[src/sv/sssp_pkg.sv]
`timescale 1ns / 1ps
// ----------------------------------------------------------------------------
// sssp_pkg
// Shared widths, codes, controller states and the command/status words that
// join the shortest-path controller and datapath.
// ----------------------------------------------------------------------------
package sssp_pkg;

  localparam int WEIGHT_W = 23;
  localparam int INDEX_W  = 5;
  localparam int COUNT_W  = 6;
  // wide enough to compare any index or count field against the vertex limit
  localparam int EXT_W    = 7;

  localparam logic [WEIGHT_W-1:0] NO_EDGE     = 23'h7fffff;
  localparam logic [COUNT_W-1:0]  COUNT_RESET = 6'd32;

  localparam logic REQ_WRITE = 1'b0;
  localparam logic REQ_RUN   = 1'b1;

  typedef enum logic [2:0] {
    S_IDLE,
    S_SEED,
    S_SEED_END,
    S_PICK,
    S_RELAX,
    S_RELAX_END,
    S_OUT_RD,
    S_OUT_LD
  } ctrl_state_t;

  typedef struct packed {
    logic wr_weight;
    logic capture;
    logic seed_issue;
    logic relax_issue;
    logic settle;
    logic idx_clr;
    logic out_issue;
    logic out_load;
  } dp_cmd_t;

  typedef struct packed {
    logic src_ok;
    logic idx_last;
    logic found;
    logic more_rounds;
    logic out_free;
    logic out_last;
  } dp_sts_t;

endpackage

[src/sv/sssp_ctrl.sv]
`timescale 1ns / 1ps
// ----------------------------------------------------------------------------
// sssp_ctrl
// Sequencer for seed, select/relax rounds and result drain.
// ----------------------------------------------------------------------------
module sssp_ctrl (
  input  logic               clk,
  input  logic               rst_n,
  input  logic               in_valid,
  input  logic               in_req_type,
  input  sssp_pkg::dp_sts_t  sts,
  output logic               in_ready,
  output sssp_pkg::dp_cmd_t  cmd
);

  sssp_pkg::ctrl_state_t state_r, state_nxt;

  always_ff @(posedge clk) begin
    if (!rst_n) begin
      state_r <= sssp_pkg::S_IDLE;
    end else begin
      state_r <= state_nxt;
    end
  end

  always_comb begin
    state_nxt = state_r;
    case (state_r)
      sssp_pkg::S_IDLE: begin
        if (in_valid && (in_req_type == sssp_pkg::REQ_RUN) && sts.src_ok) begin
          state_nxt = sssp_pkg::S_SEED;
        end
      end
      sssp_pkg::S_SEED: begin
        if (sts.idx_last) state_nxt = sssp_pkg::S_SEED_END;
      end
      sssp_pkg::S_SEED_END:  state_nxt = sssp_pkg::S_PICK;
      sssp_pkg::S_PICK: begin
        if (sts.found && sts.more_rounds) state_nxt = sssp_pkg::S_RELAX;
        else state_nxt = sssp_pkg::S_OUT_RD;
      end
      sssp_pkg::S_RELAX: begin
        if (sts.idx_last) state_nxt = sssp_pkg::S_RELAX_END;
      end
      sssp_pkg::S_RELAX_END: state_nxt = sssp_pkg::S_PICK;
      sssp_pkg::S_OUT_RD: begin
        if (sts.out_free) state_nxt = sssp_pkg::S_OUT_LD;
      end
      sssp_pkg::S_OUT_LD: begin
        if (sts.out_last) state_nxt = sssp_pkg::S_IDLE;
        else state_nxt = sssp_pkg::S_OUT_RD;
      end
      default: state_nxt = sssp_pkg::S_IDLE;
    endcase
  end

  always_comb begin
    cmd      = '0;
    in_ready = 1'b0;
    case (state_r)
      sssp_pkg::S_IDLE: begin
        in_ready      = 1'b1;
        cmd.wr_weight = in_valid && (in_req_type == sssp_pkg::REQ_WRITE);
        cmd.capture   = in_valid && (in_req_type == sssp_pkg::REQ_RUN) && sts.src_ok;
      end
      sssp_pkg::S_SEED:  cmd.seed_issue = 1'b1;
      sssp_pkg::S_PICK: begin
        // settle the nearest open vertex, or start draining results
        if (sts.found && sts.more_rounds) cmd.settle = 1'b1;
        else cmd.idx_clr = 1'b1;
      end
      sssp_pkg::S_RELAX:  cmd.relax_issue = 1'b1;
      sssp_pkg::S_OUT_RD: cmd.out_issue   = sts.out_free;
      sssp_pkg::S_OUT_LD: cmd.out_load    = 1'b1;
      default: begin
        cmd      = '0;
        in_ready = 1'b0;
      end
    endcase
  end

endmodule

[config.mk]
export PLATFORM = sky130hd
export DESIGN_NAME = sssp_ctrl
export DESIGN_NICKNAME = d
export VERILOG_FILES = /design/src/sv/sssp_pkg.sv /design/src/sv/sssp_ctrl.sv
export SDC_FILE = /design/constraint.sdc
export NUM_CORES = 1
export LEC_CHECK = 0
export BUFFER_PORTS_ARGS = -buffer_cell sky130_fd_sc_hd__buf_2
export CORE_AREA = 5 5 42 44
export DETAILED_ROUTE_END_ITERATION = 8
export DIE_AREA = 0 0 47 49
export GPL_TIMING_DRIVEN = 0
export PLACE_DENSITY = 0.51
export SETUP_SLACK_MARGIN = 0.3
export SYNTH_ARGS = -nofsm -noshare
export SYNTH_HDL_FRONTEND = slang
export SYNTH_SLANG_ARGS = --single-unit
[constraint.sdc]
create_clock -name clk -period 1 [get_ports clk]
set_input_delay 0.05 -clock clk [delete_from_list [all_inputs] [get_ports clk]]
set_output_delay 0.05 -clock clk [all_outputs]
set_load 0.02 [all_outputs]
# [After elaboration in Yosys (flattened, before gate mapping)]
# Index checks and enable logic that the tools add are counted.
[totals] ff_bits=3 inputBits=10 out_inout_bits=9 word_cells=36
[op_classes] n_eq_ne=11 n_mux=16 bitwise_logic=1 reduce_logical=7
[op_table] op="3-bit one-hot mux with 7 select lines" count=1
[op_table] op="3-bit two-way mux" count=5
[op_table] op="3-bit equality test, second input constant" count=4
[op_table] op="2-bit != test, second input constant" count=4
[op_table] op="1-bit two-way mux" count=7
[op_table] op="3-bit by 2-bit equality test with 1-bit output, second input constant" count=2
[op_table] op="2-bit two-way mux" count=3
[op_table] op="1-bit logical AND" count=4
[op_table] op="4-bit AND reduction" count=1
[op_table] op="3-bit by 1-bit equality test with 1-bit output, second input constant" count=1
[op_table] op="3-bit logical NOT" count=1
[op_table] op="2-bit OR reduction" count=1
[op_table] op="1-bit NOT" count=1

# [Logic depth before layout (Yosys ltp)]
[logic_depth] depth_word=4 depth_mapped=4 depth_no_buf=3

# [Worst setup path before layout]
# No wires, ideal clock.
[synth_timing] kind="register -> output" start="register state_r[1]" end="output port cmd[6] (netlist name)" arrival_time_ps=1212 t_required_ps=950 path_slack_ps=-262 stages_incl_launch_ff=3 n_path_buf=1 path_cell_list="dfxtp_1 -> buf_2 -> nor4_1"
[synth_rtl] item="from (decl)" line_no="sssp_ctrl.sv:16" text="sssp_pkg::ctrl_state_t state_r, state_nxt;"
[synth_rtl] item="from (signal assigned)" line_no="sssp_ctrl.sv:20" text="state_r <= sssp_pkg::S_IDLE;"
[synth_rtl] item="from (signal assigned)" line_no="sssp_ctrl.sv:22" text="state_r <= state_nxt;"
[synth_rtl] item="to (decl)" line_no="sssp_ctrl.sv:13" text="output sssp_pkg::dp_cmd_t cmd"

==> metrics <==
setup TNS=-1.53 ns; Place WS=-0.107 ns; fmax=816 MHz; Ant. Diodes=0; Largest Register=state_r; Ys Warns=0; clock share of power=0.201; PwrDens=1750 nW/um2; commonest non-fill, non-tap cell in the layout=buf_2; clock sink total=3; P_leak=0.248 nW; Synth cell types=22; Mapped Nets=43; unrepaired setup endpoints after global routing=true; Final Util=0.408; CTS tree=built; failing checks=negative setup slack; critical path capture point type=output pin; largest net degree at the start of global routing=8; Seq cells post-synth=3; period utilization=1.23; Rel. slew slack=0.871; endpoints failing setup=11; insertion delay to the later sink of the worst-skew pair=0.23 ns; Starting Density=0.188; Top Registers=state_r (3); commonest cells after routing, fill and taps aside=buf_2 (13), buf_6 (9), buf_4 (5); initial antenna violation count=0; sequential share of the synthesized area=0.229; Via-to-Cell Ratio=~4.3; Logic pwr share=0.616; Fillers=151; max FFs per register=3; post-route insts no fill=78; # nets final=73; overall routing resource usage=0.0803; Flop pwr share=0.183; worst setup path class=flop to output pin; WHS=0.103 ns; P_sw=roughly 0.36 mW; mapped cell area=263 um2; final WL=848 um; synth-to-layout area growth=118%; vias in the first global route=between 300 and 400; global placer's final weighted congestion=roughly 0.7; grt ovf=0; Synth Instances=33; VDD IR max=between 1 and 1.5 mV; max-cap violation count=0; antenna-violating nets left=0; hold buffer count at CTS=0; CP max FO=5; Routed wire per std cell=10.9 um; startpoint types=flop; Synth area leaders=dfxtp_1 (23%), buf_6 (8.6%), a221oi_2 (5.7%), nand2_1 (5.7%), nor2b_4 (5.2%); Int Power=0.642 mW; vias=337; Final Power=1.00 mW; Clock Skews=0.00300 ns; Root Buffer=clkbuf_4; HP Class=primary input to flop; Clock Pin Slew Worst Setup and Hold Paths=about 0.040 ns; Synth top area share=0.229; design area=roughly 570 um2; IO Port Bufs=18; row count=14; Tightest Pin Transition=roughly 0.19 ns; Worst Slack Setup Final=-0.226 ns; Detailed Routing Iterations Pass 1=1; share of layout cells above drive strength 1=0.758; placed instance count=67; maximum clock path buffer count=2; status=complete, but fails checks; DIE WIDTH=~47 um; Die ar.=2300 um2; depth of the CTS H-tree=1; Boundary Pins=19; WP data arrival=1.18 ns; DRC viols=0; WP data required=0.95 ns; DP Area=448 um2; Syn Area/Cell=7.96 um2; area leader, netlist=dfxtp_1; Hold Vio Cnt, Final=0; core area=1400 um2; first-pass GRT wire length=1370 um; crit path time final=1.23 ns; Switching Fraction=0.360; Max Slew Vio Count=0; Starting DRT DRC Count=0; CTS buffer count=3; height of the chip=a little under 50 um
## cells by family after synthesis
logic type | after synthesis | share of synthesized area
AOI/OAI and AO/OA | 7 | 0.200
buffers and inverters | 4 | 0.119
DFF | 3 | 0.229
muxes | 1 | 0.0429
and+or+nand+nor | 18 | 0.410
## final cells by class
| class | count | area [um2] | share of cell area |
|---|---|---|---|
| flip-flops and latches | 3 | 66.3 | 0.116 |
| repair buffers | 25 | 181 | 0.317 |
| clock buffers | 4 | 26.3 | 0.0460 |
| well taps | 16 | 20.0 | 0.0350 |
| multi-input cells | 26 | 236 | 0.414 |
| inverters | 1 | 3.75 | 0.00656 |
| plain buffers | 3 | 37.5 | 0.0656 |
## worst paths after layout
kind	start	endpoint	slack (ns)	cells after the start
max	state_r[0]$_SDFFE_PN0P_	cmd[7]	-0.23	4
max reg2reg	state_r[0]$_SDFFE_PN0P_	state_r[0]$_SDFFE_PN0P_	-0.17	5
min	rst_n	state_r[1]$_SDFFE_PN0P_	0.10	3
min reg2reg	state_r[0]$_SDFFE_PN0P_	state_r[2]$_SDFFE_PN0P_	0.66	3
## power by group through the flow
stage	clock (mW)	sequential [mW]	combinational, mW
detailed placement	0	0.178	0.467
finish	0.202	0.183	0.617
global route	0.232	0.186	0.656
floorplan	0	0.174	0.366
CTS	0.213	0.182	0.617
global placement	0	0.178	0.464
## synth_stat cells
master	number
a21oi_1	2
a221oi_2	1
and3_1	2
and3b_1	1
buf_2	1
buf_6	2
dfxtp_1	3
inv_1	1
mux2_2	1
nand2_1	4
nand2b_1	1
nand3_1	2
nor2_1	2
nor2b_1	2
nor2b_4	1
nor3_1	1
nor3_2	1
nor4_1	1
o211ai_1	1
o21ai_0	1
o21ai_1	1
o311a_1	1
## routing by layer
layer	wire length (um)	global-route usage	vias up
met5	0	0	-
met4	0	0.00461	0
met3	77	0.0443	0
met2	411	0.127	12
met1	359	0.0989	144
li1	-	-	181
## timing repair
item                       4_1_cts  5_1_grt
gates resized for setup         15        2
pin swaps                        4        0
setup endpoints to repair       12       12
cloned                           2        0
buffers inserted                 5        0
## critical path, cell delays in order (launching register included)
cell,delay (ns)
dfxtp_2,0.31
buf_6,0.12
nor3_4,0.19
and3b_2,0.21
buf_6,0.11
Note: power is estimated with default switching activity, not from simulation.
